$ cat config.mk
export PLATFORM = sky130hd
export DESIGN_NAME = ook_pulse_width_capture_core
export DESIGN_NICKNAME = d
export VERILOG_FILES = /design/src/hw/rtl/pwc_pkg.sv /design/src/hw/rtl/pwc_engine.sv /design/src/hw/rtl/ook_pulse_width_capture_core.sv
export SDC_FILE = /design/constraint.sdc
export NUM_CORES = 1
export LEC_CHECK = 0
export ABC_AREA = 1
export BUFFER_PORTS_ARGS = -buffer_cell sky130_fd_sc_hd__buf_2
export CORE_AREA = 8 8 162 164
export DETAILED_ROUTE_END_ITERATION = 10
export DIE_AREA = 0 0 170 172
export PLACE_DENSITY = 0.76
export SLEW_MARGIN = 20
export SYNTH_ARGS = -nofsm -noshare
export SYNTH_HDL_FRONTEND = slang
export SYNTH_SLANG_ARGS = --single-unit
export TNS_END_PERCENT = 100
$ cat constraint.sdc
create_clock -name clock -period 6.25 [get_ports clock]
set_input_delay 0.625 -clock clock [delete_from_list [all_inputs] [get_ports clock]]
set_output_delay 0.625 -clock clock [all_outputs]
set_load 0.02 [all_outputs]
$ cat src/hw/rtl/pwc_pkg.sv
package pwc_pkg;

   localparam int unsigned TICK_W          = 24;
   localparam int unsigned MIN_PULSE_W     = 16;
   localparam int unsigned COUNT_W         = 10;
   localparam int unsigned CSR_INDEX_W     = 2;
   localparam int unsigned CSR_DATA_W      = 24;
   localparam int unsigned REQ_DATA_W      = 8;
   localparam int unsigned RSP_DATA_W      = 88;
   localparam int unsigned MAX_PULSES_DEFAULT = 512;
   localparam int unsigned MIN_VALID_PULSES   = 4;

   localparam logic [TICK_W-1:0]      TICK_MAX          = '1;
   localparam logic [MIN_PULSE_W-1:0] MIN_PULSE_RESET   = 16'd100;
   localparam logic [TICK_W-1:0]      GAP_TIMEOUT_RESET = 24'd10000;
   localparam logic [TICK_W-1:0]      WAIT_TIMEOUT_RESET = 24'd5000000;

   localparam logic [CSR_INDEX_W-1:0] CSR_MIN_PULSE    = 2'd0;
   localparam logic [CSR_INDEX_W-1:0] CSR_GAP_TIMEOUT  = 2'd1;
   localparam logic [CSR_INDEX_W-1:0] CSR_WAIT_TIMEOUT = 2'd2;

   typedef enum logic [1:0] {
      KIND_PULSE         = 2'd0,
      KIND_FRAME_VALID   = 2'd1,
      KIND_FRAME_INVALID = 2'd2,
      KIND_WAIT_TIMEOUT  = 2'd3
   } kind_type;

   typedef struct packed {
      logic [MIN_PULSE_W-1:0] min_pulse_ticks;
      logic [TICK_W-1:0]      gap_timeout_ticks;
      logic [TICK_W-1:0]      wait_timeout_ticks;
   } cfg_type;

   typedef struct packed {
      kind_type           kind;
      logic               pulse_level;
      logic [TICK_W-1:0]  duration;
      logic [COUNT_W-1:0] pulse_count;
      logic [TICK_W-1:0]  shortest;
      logic [TICK_W-1:0]  longest;
   } result_type;

endpackage

$ cat src/hw/rtl/pwc_engine.sv
module pwc_engine #(
   parameter int unsigned MAX_PULSES = pwc_pkg::MAX_PULSES_DEFAULT
) (
   input  logic                clock,
   input  logic                reset,
   input  logic                fire,
   input  logic                arm,
   input  logic                level,
   input  pwc_pkg::cfg_type    cfg,
   output logic                res_valid,
   output pwc_pkg::result_type res
);

   localparam int unsigned KEPT_W = $clog2(MAX_PULSES + 1);

   typedef enum logic [1:0] {
      PH_IDLE    = 2'd0,
      PH_WAIT    = 2'd1,
      PH_MEASURE = 2'd2
   } phase_type;

   phase_type                       phase_ff, phase_in;
   logic                            prev_level_ff, prev_level_in;
   logic [pwc_pkg::TICK_W-1:0]      tick_count_ff, tick_count_in;
   logic [KEPT_W-1:0]               kept_count_ff, kept_count_in;
   logic [pwc_pkg::TICK_W-1:0]      min_seen_ff, min_seen_in;
   logic [pwc_pkg::TICK_W-1:0]      max_seen_ff, max_seen_in;

   logic [pwc_pkg::TICK_W-1:0]      tick_inc;
   logic [KEPT_W+pwc_pkg::COUNT_W-1:0] kept_ext;
   logic                            frame_full;
   logic                            frame_good;

   assign tick_inc   = (tick_count_ff == pwc_pkg::TICK_MAX) ? tick_count_ff
                                                            : tick_count_ff + 1'b1;
   assign frame_full = (kept_count_ff >= KEPT_W'(MAX_PULSES));
   assign frame_good = (kept_count_ff >= KEPT_W'(pwc_pkg::MIN_VALID_PULSES));
   assign kept_ext   = {{pwc_pkg::COUNT_W{1'b0}}, kept_count_in};

   always_comb begin
      phase_in      = phase_ff;
      prev_level_in = prev_level_ff;
      tick_count_in = tick_count_ff;
      kept_count_in = kept_count_ff;
      min_seen_in   = min_seen_ff;
      max_seen_in   = max_seen_ff;
      res_valid     = 1'b0;
      res.kind        = pwc_pkg::KIND_PULSE;
      res.pulse_level = 1'b0;
      res.duration    = '0;

      if (arm) begin
         kept_count_in = '0;
         min_seen_in   = pwc_pkg::TICK_MAX;
         max_seen_in   = '0;
         tick_count_in = '0;
         if (level) begin
            phase_in      = PH_MEASURE;
            prev_level_in = 1'b1;
         end else begin
            phase_in = PH_WAIT;
         end
      end else begin
         case (phase_ff)
            PH_WAIT: begin
               tick_count_in = tick_inc;
               if (level) begin
                  phase_in      = PH_MEASURE;
                  prev_level_in = 1'b1;
                  tick_count_in = '0;
               end else if (tick_inc > cfg.wait_timeout_ticks) begin
                  res_valid = 1'b1;
                  res.kind  = pwc_pkg::KIND_WAIT_TIMEOUT;
                  phase_in  = PH_IDLE;
               end
            end
            PH_MEASURE: begin
               if (frame_full) begin
                  res_valid = 1'b1;
                  res.kind  = frame_good ? pwc_pkg::KIND_FRAME_VALID
                                         : pwc_pkg::KIND_FRAME_INVALID;
                  phase_in  = PH_IDLE;
               end else begin
                  tick_count_in = tick_inc;
                  if (level != prev_level_ff) begin
                     prev_level_in = level;
                     tick_count_in = '0;
                     if (tick_inc >= {8'd0, cfg.min_pulse_ticks}) begin
                        kept_count_in   = kept_count_ff + 1'b1;
                        min_seen_in     = (tick_inc < min_seen_ff) ? tick_inc : min_seen_ff;
                        max_seen_in     = (tick_inc > max_seen_ff) ? tick_inc : max_seen_ff;
                        res_valid       = 1'b1;
                        res.kind        = pwc_pkg::KIND_PULSE;
                        res.pulse_level = prev_level_ff;
                        res.duration    = tick_inc;
                     end
                  end else if ((tick_inc > cfg.gap_timeout_ticks) &&
                               (kept_count_ff != '0)) begin
                     res_valid = 1'b1;
                     res.kind  = frame_good ? pwc_pkg::KIND_FRAME_VALID
                                            : pwc_pkg::KIND_FRAME_INVALID;
                     phase_in  = PH_IDLE;
                  end
               end
            end
            default: ;
         endcase
      end

      res.pulse_count = kept_ext[pwc_pkg::COUNT_W-1:0];
      res.shortest    = min_seen_in;
      res.longest     = max_seen_in;
   end

   always_ff @(posedge clock) begin
      if (reset) begin
         phase_ff      <= PH_IDLE;
         prev_level_ff <= 1'b1;
         tick_count_ff <= '0;
         kept_count_ff <= '0;
         min_seen_ff   <= pwc_pkg::TICK_MAX;
         max_seen_ff   <= '0;
      end else if (fire) begin
         phase_ff      <= phase_in;
         prev_level_ff <= prev_level_in;
         tick_count_ff <= tick_count_in;
         kept_count_ff <= kept_count_in;
         min_seen_ff   <= min_seen_in;
         max_seen_ff   <= max_seen_in;
      end
   end

endmodule

$ cat src/hw/rtl/ook_pulse_width_capture_core.sv
// rsp_tvalid rises once an accepted request that yields a result has passed through
// the input register and then the result register.
// Throughput: one request per cycle; the input register and the result register
// each advance whenever the stage after them is free or being drained.
// Reset (synchronous, active high): pipeline emptied, capture idle, statistics cleared,
// configuration registers back to their default values.
module ook_pulse_width_capture_core #(
   parameter int unsigned MAX_PULSES = pwc_pkg::MAX_PULSES_DEFAULT
) (
   input  logic                               clock,
   input  logic                               reset,
   input  logic                               req_tvalid,
   output logic                               req_tready,
   input  logic [pwc_pkg::REQ_DATA_W-1:0]     req_tdata,  // [0] arm, [1] level
   output logic                               rsp_tvalid,
   input  logic                               rsp_tready,
   output logic [pwc_pkg::RSP_DATA_W-1:0]     rsp_tdata,  // pulse_level, duration,
                                                          // pulse_count, shortest, longest
   output logic [1:0]                         rsp_tuser,  // kind
   input  logic                               csr_we,
   input  logic [pwc_pkg::CSR_INDEX_W-1:0]    csr_index,
   input  logic [pwc_pkg::CSR_DATA_W-1:0]     csr_wdata
);

   pwc_pkg::cfg_type    cfg_ff;
   logic                s1_valid_ff;
   logic                arm_ff;
   logic                level_ff;
   logic                rsp_valid_ff;
   pwc_pkg::result_type rsp_ff;

   logic                advance;
   logic                res_valid;
   pwc_pkg::result_type res;

   assign advance    = s1_valid_ff && (!rsp_valid_ff || rsp_tready);
   assign req_tready = !s1_valid_ff || advance;

   always_ff @(posedge clock) begin
      if (reset) begin
         cfg_ff.min_pulse_ticks    <= pwc_pkg::MIN_PULSE_RESET;
         cfg_ff.gap_timeout_ticks  <= pwc_pkg::GAP_TIMEOUT_RESET;
         cfg_ff.wait_timeout_ticks <= pwc_pkg::WAIT_TIMEOUT_RESET;
      end else if (csr_we) begin
         case (csr_index)
            pwc_pkg::CSR_MIN_PULSE:
               cfg_ff.min_pulse_ticks <= csr_wdata[pwc_pkg::MIN_PULSE_W-1:0];
            pwc_pkg::CSR_GAP_TIMEOUT:  cfg_ff.gap_timeout_ticks  <= csr_wdata;
            pwc_pkg::CSR_WAIT_TIMEOUT: cfg_ff.wait_timeout_ticks <= csr_wdata;
            default: ;
         endcase
      end
   end

   always_ff @(posedge clock) begin
      if (reset) begin
         s1_valid_ff <= 1'b0;
      end else if (req_tready) begin
         s1_valid_ff <= req_tvalid;
      end
   end

   always_ff @(posedge clock) begin
      if (req_tready && req_tvalid) begin
         arm_ff   <= req_tdata[0];
         level_ff <= req_tdata[1];
      end
   end

   pwc_engine #(
      .MAX_PULSES (MAX_PULSES)
   ) u_engine (
      .clock     (clock),
      .reset     (reset),
      .fire      (advance),
      .arm       (arm_ff),
      .level     (level_ff),
      .cfg       (cfg_ff),
      .res_valid (res_valid),
      .res       (res)
   );

   always_ff @(posedge clock) begin
      if (reset) begin
         rsp_valid_ff <= 1'b0;
      end else if (advance) begin
         rsp_valid_ff <= res_valid;
      end else if (rsp_tready) begin
         rsp_valid_ff <= 1'b0;
      end
   end

   always_ff @(posedge clock) begin
      if (advance && res_valid) begin
         rsp_ff <= res;
      end
   end

   assign rsp_tvalid = rsp_valid_ff;
   assign rsp_tuser  = rsp_ff.kind;
   assign rsp_tdata  = {5'd0, rsp_ff.longest, rsp_ff.shortest, rsp_ff.pulse_count,
                        rsp_ff.duration, rsp_ff.pulse_level};

endmodule

## Word-level counts from Yosys, hierarchy flattened

Index checks and enable logic that the tools add are counted.

| word-level totals | value |
|---|---|
| register bits | 238 |
| input bits | 39 |
| output and inout bits | 92 |
| word-level logic and storage cells | 114 |

| operators by class | value |
|---|---|
| $add $sub $neg | 2 |
| $lt $le $gt $ge | 7 |
| equality and inequality tests | 11 |
| multiplexer cells | 53 |
| bitwise gates (word level) | 3 |
| reduce and logical (&&, ||, !) cells | 19 |

Operators by type and width:

| cell | count |
|---|---|
| 2-to-1 mux 24 bit | 17 |
| > comparator 24 bit | 3 |
| 2-to-1 mux 10 bit | 5 |
| one-hot mux 24 bit (2 select lines) | 1 |
| 2-to-1 mux 2 bit | 13 |
| adder 24 x 1 -> 24 bit, second input constant | 1 |
| equality test 24 bit, second input constant | 1 |
| greater-or-equal comparator 24 x 16 -> 1 bit | 1 |
| less-than comparator 24 bit | 1 |
| 2-to-1 mux 1 bit | 13 |
| adder 10 x 1 -> 10 bit, second input constant | 1 |
| greater-or-equal comparator 10 bit, second input constant | 1 |
| greater-or-equal comparator 10 x 3 -> 1 bit, second input constant | 1 |
| nonzero test 10 bit | 1 |
| != test 4 x 3 -> 1 bit, second input constant | 2 |
| one-hot mux 2 bit (2 select lines) | 2 |
| AND reduction 2 bit | 3 |
| AND reduction 5 bit | 1 |
| OR reduction 5 bit | 1 |
| equality test 2 x 1 -> 1 bit, second input constant | 2 |
| equality test 2 bit, second input constant | 2 |
| logical AND 1 bit | 4 |
| != test 4 x 2 -> 1 bit, second input constant | 1 |
| one-hot mux 1 bit (2 select lines) | 2 |
| other kinds (11) | 15 |

## Logic depth before layout (Yosys ltp)

Gate-level depths: netlist of the first run.

| logic depth | value |
|---|---|
| depth after elaboration | 10 |
| gate-level depth with buffers | 32 |
| mapped depth without buffers | 31 |

## Modules after synthesis

A second synthesis of the first run with hierarchy kept.

| second synthesis, totals | value |
|---|---|
| cells, all modules | 1,807 |
| area, all modules | 13,792.0 um2 |

By module, submodules not included:

| module | times used | cells an instance | area each (um2) | seq. area each (um2) |
|---|---|---|---|---|
| pwc_engine | 1 | 1,314 | 8,465.6 | 1,701.6 |
| ook_pulse_width_capture_core | 1 | 493 | 5,326.4 | 3,933.8 |

## Worst setup path after synthesis of the first run

No wires, ideal clock.

| timing path | value |
|---|---|
| path kind | register -> register |
| start | register u_engine.tick_count_ff[0] in the netlist's numbering |
| end | register rsp_ff, in the netlist rsp_tdata[0] (enable) |
| library setup time | 439 ps |
| arrival time | 4,880 ps |
| required time | 5,811 ps |
| slack | 931 ps |
| stages on the path, launching flop included | 31 |
| buffers on the path | 1 |
| period minus slack after synthesis | 5,319 ps |
| path through | dfxtp_1 ha_1 inv_1 nor2_2 nand2_2 nor2_4 nand2_2 buf_4 inv_2 nor2_1 inv_1 nor2_1 nand2_1 xor2_1 ha_1 nand2_1 inv_1 nand3_1 nor3_1 nand2_1 nand2_1 a21oi_1 nand2_1 nand3_1 nand3b_1 nand2_1 nand2_1 nand4_1 nand2_1 nand2_1 inv_1 |

| between the ends | value |
|---|---|
| word-level cells in the longest chain between the ends | 10 |
| elaborated cells on any way between the ends | 16 |
| classes of those cells | add/sub: 1; order compare: 3; eq/ne: 1; mux: 9; reduce/logical: 2 |

Ends and longest elaborated chain:

| element | RTL line | text |
|---|---|---|
| start, declared | pwc_engine.sv:24 | `logic [pwc_pkg::TICK_W-1:0] tick_count_ff, tick_count_in;` |
| start signal, assigned | pwc_engine.sv:126 | `tick_count_ff <= tick_count_in;` |
| adder 24 x 1 -> 24 bit or equality test 24 bit (tied branches) | pwc_engine.sv:35, pwc_engine.sv:34 |  |
| 2-to-1 mux 24 bit (*) | pwc_engine.sv:34 | `assign tick_inc = (tick_count_ff == pwc_pkg::TICK_MAX) ? tick_count_ff` |
| via u_engine.tick_inc, one bit | pwc_engine.sv:29 | `logic [pwc_pkg::TICK_W-1:0] tick_inc;` |
| > comparator 24 bit | pwc_engine.sv:97 | `end else if ((tick_inc > cfg.gap_timeout_ticks) &&` |
| logical AND 1 bit | pwc_engine.sv:97 |  |
| 2-to-1 mux 1 bit | pwc_engine.sv:97 |  |
| 2-to-1 mux 1 bit | pwc_engine.sv:85 | `if (level != prev_level_ff) begin` |
| 2-to-1 mux 1 bit | pwc_engine.sv:78 | `if (frame_full) begin` |
| one-hot mux 1 bit (2 select lines) (*) | pwc_engine.sv:64 | `case (phase_ff)` |
| 2-to-1 mux 1 bit (*) | pwc_engine.sv:52 | `if (arm) begin` |
| logical AND 1 bit (*) | ook_pulse_width_capture_core.sv:94 | `if (advance && res_valid) begin` |
| end signal, assigned | ook_pulse_width_capture_core.sv:95 | `rsp_ff <= res;` |
| end, declared | ook_pulse_width_capture_core.sv:30 | `pwc_pkg::result_type rsp_ff;` |

The timed path passes the listed nets; every way through them passes the cells marked *.
A chain may end at the register's enable or synchronous reset.

==> flow_summary.yaml, run 1 <==
clock_tree:
  cts_resized: 0
  tritoncts: "built"
  htree_levels: 1
  cts_setup_buffers: 0
  cts_sinks: 238
  cts_buffers: 27
  cts-root-buf: "clkbuf_16"
  cts_buffer_depth: 3
  cts_hold_buffers: 0
  clkSlewWorstSetupHoldPaths_ps: 60
  insertion_delay_ps: 550
critical_path:
  crit_type: "reg -> reg"
  required_ps: 6550
  rrSetupSlack_ps: 960
  cp-end-kind: "flop"
  max_stage_delay_ps: 710
  worstPathArrival_ps: 5590
  crit_path_frequent_cell: "nand3_1"
  critPathSlowestCell: "a32oi_2"
  start_kind: "flop"
  r2r-start: "u_engine.tick_count_ff[0]"
  worstPathMaxFanout: 13
  cp-startpoint: "u_engine.tick_count_ff[0]"
  path_cells: "ha_1 -> inv_1 -> nor2_2 -> nand2_2 -> nor4_1 -> nand4_1 -> nand3_1 -> nor2_1 -> nand3_1 -> xor2_1 -> inv_1 -> ha_1 -> nand4_1 -> nor3_1 -> nand3_1 -> a32oi_2 -> buf_4 -> nand3_1 -> nand3_1 -> inv_1"
  path_delay_family: "simple AND/OR/NAND/NOR gates"
  critPathBufInv: 4
placed_design:
  dp_slack_ps: 1080
  dp_hpwl_um: 25100
  routabilityCongestion: 0.931
  io_buffers: 119
  dpl_cell_area_mm2: 0.0140
  placed_cells: 2022
power_and_ir_drop:
  peakVddDrop_mv: 0.256
  power_mw: 3.72
  power_density_mw_per_mm2: 248
  p_leak_nw: 6.75
final_layout:
  nNetsFinal: 1878
  n_fill_cell: 2072
  layout-drive-gt1-share: 0.159
  antenna_cells: 0
  synthToLayoutAreaGrowth_pct: 14.8
  fin_area_mm2: 0.0150
  layoutNonFillerInstCount: 2072
global_routing:
  antenna_found_initial: 0
  grt_max_degree: 93
  grt_use_total: 0.238
  grt_pass1_wl_um: 56200
  grt.overflow.total: 0
  grt_pass1_vias: 10700
timing:
  skew_ps: 20.0
  setup_viol: 0
  relSlewSlack: 0.350
  finalHoldViolations: 0
  worstMarginPinSlew_ps: 970
  fin_ws_ps: 956
  finalMaxSlewViolations: 0
  finalWorstPathRequiredPeriod_ps: 5290
  rsz0062_at_grt: "no"
  fmax_ghz: 0.189
  period_share: 0.847
  tns_ps: 0
drt:
  routed-via-count: 11300
  drt_iter0_drc: 931
  avgRoutedWirePerCell_um: 17.0
  via_per_inst: 5.46
  totalWireLength_um: 35300
  first_pass_iters: 5
  drc: 0
  antenna_left: 0
floorplanning:
  die_area_mm2: 0.0292
  die_h_um: 172
  start_util: 0.548
  die_x_um: 170
  rows: 57
  core_mm2: 0.0238
  io-pin-count: 131
synthesis:
  synth.distinct_cells: 48
  avgSynthCellArea_um2: 8.09
  synth_edf_count: 87
  yosysSeqAreaShare: 0.432
  ys_ff_latch: 238
  yosys_warnings: 0
  synth_ff_type: "dfxtp_1"
  synth_cells: 1614
  async_flop_share: 0
  synth_area_mm2: 0.0131
hold_path:
  hold_class: "in -> reg"
  min-delay-start: "req_tdata[0]"
status:
  status: "completed"
job:
  drv_cap: 0
-- per-stage QoR --
step            util  hold WS [ps]
5_1_grt        0.629           257
2_1_floorplan      -           435
3_3_place_gp   0.587           447
4_1_cts        0.629           256
6_report       0.629           272
3_5_place_dp   0.587           453
-- where the power goes --
part	total [mW]	leakage (nW)	internal, mW	switching, mW
registers	1.67	1.92	1.65	0.0266
logic	0.283	4.36	0.0926	0.191
clock network	1.76	0.463	1.09	0.677
-- cell families after synthesis --
kind of cell             share of synthesized area
AND/OR/NAND/NOR                              0.219
adder cells (fa/ha/maj)                      0.107
buffers and inverters                       0.0964
XOR/XNOR                                    0.0107
flip-flops                                   0.432
other                                     0.000287
AO/OA/AOI/OAI                                0.135
-- worst paths after layout --
check / to / depth (start not counted)
setup / recovery: rsp_tdata[71] / 20
hold / removal: arm_ff / 1
setup reg to reg: rsp_tdata[71] / 20
hold reg to reg: cfg_ff[10] / 2
-- routing by layer --
| layer | wire length, um | GRT usage |
|---|---|---|
| met3 | 2270 | 0.0345 |
| met1 | 15500 | 0.308 |
| met2 | 16300 | 0.399 |
| met4 | 1240 | 0.0938 |
| met5 | 0 | 0 |
-- flip-flops by register name, indices dropped and copies added (netlist names) --
| name | flops |
|---|---|
| rsp_tdata | 83 |
| cfg_ff | 64 |
| u_engine.max_seen_ff | 24 |
| u_engine.min_seen_ff | 24 |
| u_engine.tick_count_ff | 24 |
| u_engine.kept_count_ff | 10 |
| rsp_tuser | 2 |
| u_engine.phase_ff | 2 |
| arm_ff | 1 |
| level_ff | 1 |
| rsp_tvalid | 1 |
| s1_valid_ff | 1 |
| u_engine.prev_level_ff | 1 |
-- cells in the mapped netlist, types with 2 or more instances --
cell type    n  area share
o21a_1       3      0.0017
nand3_1    123       0.047
nand2_1    297       0.085
buf_1        4      0.0011
nor3_1      21      0.0080
o211ai_1    17      0.0098
nand3b_1     4      0.0023
nor4_1       3      0.0014
nand2_2     26       0.012
dfxtp_1    151        0.23
nand3_2     20       0.015
nand2_4      4      0.0034
a211oi_1     8      0.0046
a21oi_1    179       0.069
clkbuf_1    40       0.011
nor2_4       2      0.0017
nand3_4      3      0.0040
a31o_2       2      0.0013
o221ai_1     4      0.0027
buf_2       11      0.0042
clkinv_1     3     0.00086
inv_2        7      0.0020
o21bai_1     4      0.0023
inv_1      233       0.067
xor2_1      15       0.010
nand4_1     19      0.0091
edfxtp_1    87        0.20
a21boi_0     3      0.0017
buf_6        4      0.0034
o21ai_0    100       0.038
ha_1       112        0.11
nor3_2       3      0.0023
nor2_1      75       0.022
buf_4       10      0.0057
or2_2        2     0.00096
nor2_2       3      0.0014
-- final cells by class --
type                       count  area (um2)  area share
timing repair buffer         149         833      0.0556
clock inverter                23         324      0.0216
multi-input combinational   1067        6200       0.413
sequential                   238        5640       0.376
inverter                     244         920      0.0613
tap                          324         405      0.0270
clock buffer                  27         676      0.0451
-- placed cells by master, fill, tap and decap left out, types with 3 or more instances in the layout --
cell type / n
nand2_1: 297
inv_1: 230
a21oi_1: 179
dfxtp_1: 151
nand3_1: 123
buf_2: 119
ha_1: 112
o21ai_0: 100
edfxtp_1: 87
nor2_1: 75
buf_4: 29
clkbuf_16: 27
nand2_2: 26
nand3_2: 20
nor3_1: 19
nand4_1: 19
o211ai_1: 17
xor2_1: 15
inv_2: 9
a211oi_1: 8
clkinvlp_4: 8
bufinv_16: 7
nor3_2: 5
conb_1: 5
nand3b_1: 4
clkinv_1: 4
o221ai_1: 4
o21bai_1: 4
nand2_4: 4
clkinv_2: 4
nor2_2: 3
nor4_1: 3
nand3_4: 3
o21a_1: 3
a21boi_0: 3
Note: power is estimated with default switching activity, not from simulation.
==> run 2, diff against run 1 <==
--- a/config.mk
+++ b/config.mk
@@ -7,9 +7,9 @@
 export LEC_CHECK = 0
 export ABC_AREA = 1
 export BUFFER_PORTS_ARGS = -buffer_cell sky130_fd_sc_hd__buf_2
-export CORE_AREA = 8 8 162 164
+export CORE_AREA = 8 8 165 167
 export DETAILED_ROUTE_END_ITERATION = 10
-export DIE_AREA = 0 0 170 172
+export DIE_AREA = 0 0 173 175
 export PLACE_DENSITY = 0.76
 export SLEW_MARGIN = 20
 export SYNTH_ARGS = -nofsm -noshare
==> constraint.sdc (replaced) <==
create_clock -name clock -period 4.62 [get_ports clock]
set_input_delay 0.462 -clock clock [delete_from_list [all_inputs] [get_ports clock]]
set_output_delay 0.462 -clock clock [all_outputs]
set_load 0.02 [all_outputs]
==> run 2 against run 1 <==
Critical path depth increased by 3; global-route usage shrank 1.4 points; worst hold slack worse by 160 ps; core utilization is 1.2 points lower; register-to-register slack lost 620 ps; clock-buffer cell count stayed put; via count grew 0.42%; wire length grew 0.98%.
==> flow_summary.yaml, run 2 (synthesized netlist as in run 1, its figures left out) <==
status:
  status: "completed"
global_routing:
  antenna_found_initial: 1
  grt.overflow.total: 0
  grt-busiest-layer: "met2"
  grt_use_total: 0.224
  grt_max_degree: 78
  use_met2: 0.379
  grt_pass1_wl_um: 55600
  met1_usage: 0.281
  grt_pass1_vias: 10700
  use_met3: 0.0440
power_and_ir_drop:
  seqPwrFrac: 0.478
  peakVddDrop_mv: 0.278
  power_mw: 4.74
  p_leak_nw: 6.85
  power.switching_mw: 1.17
  clock_power_share: 0.440
  combPwrFrac: 0.082
  power_switching_share: 0.247
  power_density_mw_per_mm2: 311
  internal_power_mw: 3.57
critical_path:
  cp-end-kind: "flop"
  crit_type: "reg -> reg"
  worstPathMaxFanout: 19
  r2r-start: "u_engine.tick_count_ff[0]"
  critPathSlowestCell: "dfxtp_4"
  path_cells: "ha_4 -> inv_1 -> nor2_2 -> nand2_2 -> nor4_2 -> nand4_1 -> nand3_1 -> nor2_1 -> nand2_1 -> xor2_2 -> inv_1 -> buf_4 -> ha_1 -> nand4_1 -> nor3_1 -> nand4_1 -> nand3_4 -> nand2_4 -> inv_4 -> buf_4 -> nand3_1 -> nand3_1 -> inv_1"
  start_kind: "flop"
  cp-startpoint: "u_engine.tick_count_ff[0]"
  required_ps: 4920
  max_stage_delay_ps: 380
  worstPathArrival_ps: 4580
hold_path:
  min-delay-start: "req_tdata[1]"
  hold_class: "in -> reg"
timing:
  finalMaxSlewViolations: 0
  finalHoldViolations: 0
  relSlewSlack: 0.339
  period_share: 0.927
  setup_viol: 0
  worstMarginPinSlew_ps: 985
  fin_ws_ps: 336
  fmax_ghz: 0.233
  finalWorstPathRequiredPeriod_ps: 4280
  skew_ps: 24.5
clock_tree:
  clkSlewWorstSetupHoldPaths_ps: 60
  tritoncts: "built"
  cts_hold_buffers: 0
  insertion_delay_ps: 540
  cts-root-buf: "clkbuf_16"
  cts_buffers: 26
  htree_levels: 1
  cts_buffer_depth: 3
  cts_sinks: 238
placed_design:
  dp_hpwl_um: 25900
  dp_slack_ps: 265
  io_buffers: 119
  routabilityCongestion: 0.936
drt:
  avgRoutedWirePerCell_um: 17.0
  drc: 0
  first_pass_iters: 7
  totalWireLength_um: 35700
  via_per_inst: 5.41
  routed-via-count: 11400
  drt_iter0_drc: 919
  antenna_left: 0
floorplanning:
  die_h_um: 175
  io-pin-count: 131
  rows: 58
  core_mm2: 0.0247
  die_area_mm2: 0.0303
  die_x_um: 173
  start_util: 0.529
final_layout:
  largest_reg_flops: 83
  layout-drive-gt1-share: 0.176
  most-common-layout-cells: "nand2_1, inv_1, a21oi_1, dfxtp_1, nand3_1"
  final_util: 0.618
  nNetsFinal: 1902
  antenna_cells: 0
  synthToLayoutAreaGrowth_pct: 16.7
  final_common_cell: "nand2_1"
job:
  drv_cap: 0
-- run 2: power by group through the flow --
stage	Clock [mW]	Sequential, mW	Combinational (mW)
3_5_place_dp	0	2.31	0.378
4_1_cts	2.12	2.26	0.382
5_1_grt	2.20	2.27	0.437
2_1_floorplan	0	2.30	0.282
3_3_place_gp	0	2.30	0.365
6_report	2.09	2.26	0.386
-- run 2: worst max-delay path: cells and delay by family (launching register included) --
family	cells	cell delay [ps]
adder cells (fa/ha/maj)	2	490
AND/OR/NAND/NOR	14	2060
flip-flops	1	380
buffers and inverters	6	870
XOR/XNOR	1	250
-- run 2: what timing repair did --
item                                    in CTS  in global routing
setup buffers                                0                  2
resized for setup                            0                 10
endpoints found under the setup margin       0                193
-- run 2: layout make-up --
cell class	instances	area, um2
inverters	244	925
fillers	2151	9440
repair buffers	174	1130
clock buffers	27	654
flip-flops and latches	238	5650
multi-input cells	1067	6250
well taps	330	413
clock inverters	21	216
-- run 2: per-layer routing --
layer / part of all wire / vias up / routed length, um
met3: 0.066 / 78 / 2370
met1: 0.43 / 5281 / 15300
li1: - / 5644 / -
met2: 0.47 / 362 / 16900
met4: 0.032 / 2 / 1130
met5: 0.00036 / - / 13
-- run 2: through the flow --
stage / instance area [um2] / TNS [ps] / cells / hold WS, ps
after floorplan: 13100 / 0 / 1618 / 435
after global placement: 14200 / 0 / 2047 / 447
after detailed placement: 14200 / 0 / 2047 / 451
after CTS: 15100 / 0 / 2095 / 94.8
after global routing: 15200 / -2620 / 2101 / 93.2
final: 15200 / 0 / 2101 / 114
-- run 2: final timing paths --
kind / to / slack (ps) / cells past startpoint
worst min register to register: cfg_ff[52] / 460 / 2
worst max-delay path: rsp_tdata[61] / 340 / 23
worst min-delay path: level_ff / 110 / 1
worst max register to register: rsp_tdata[61] / 340 / 23
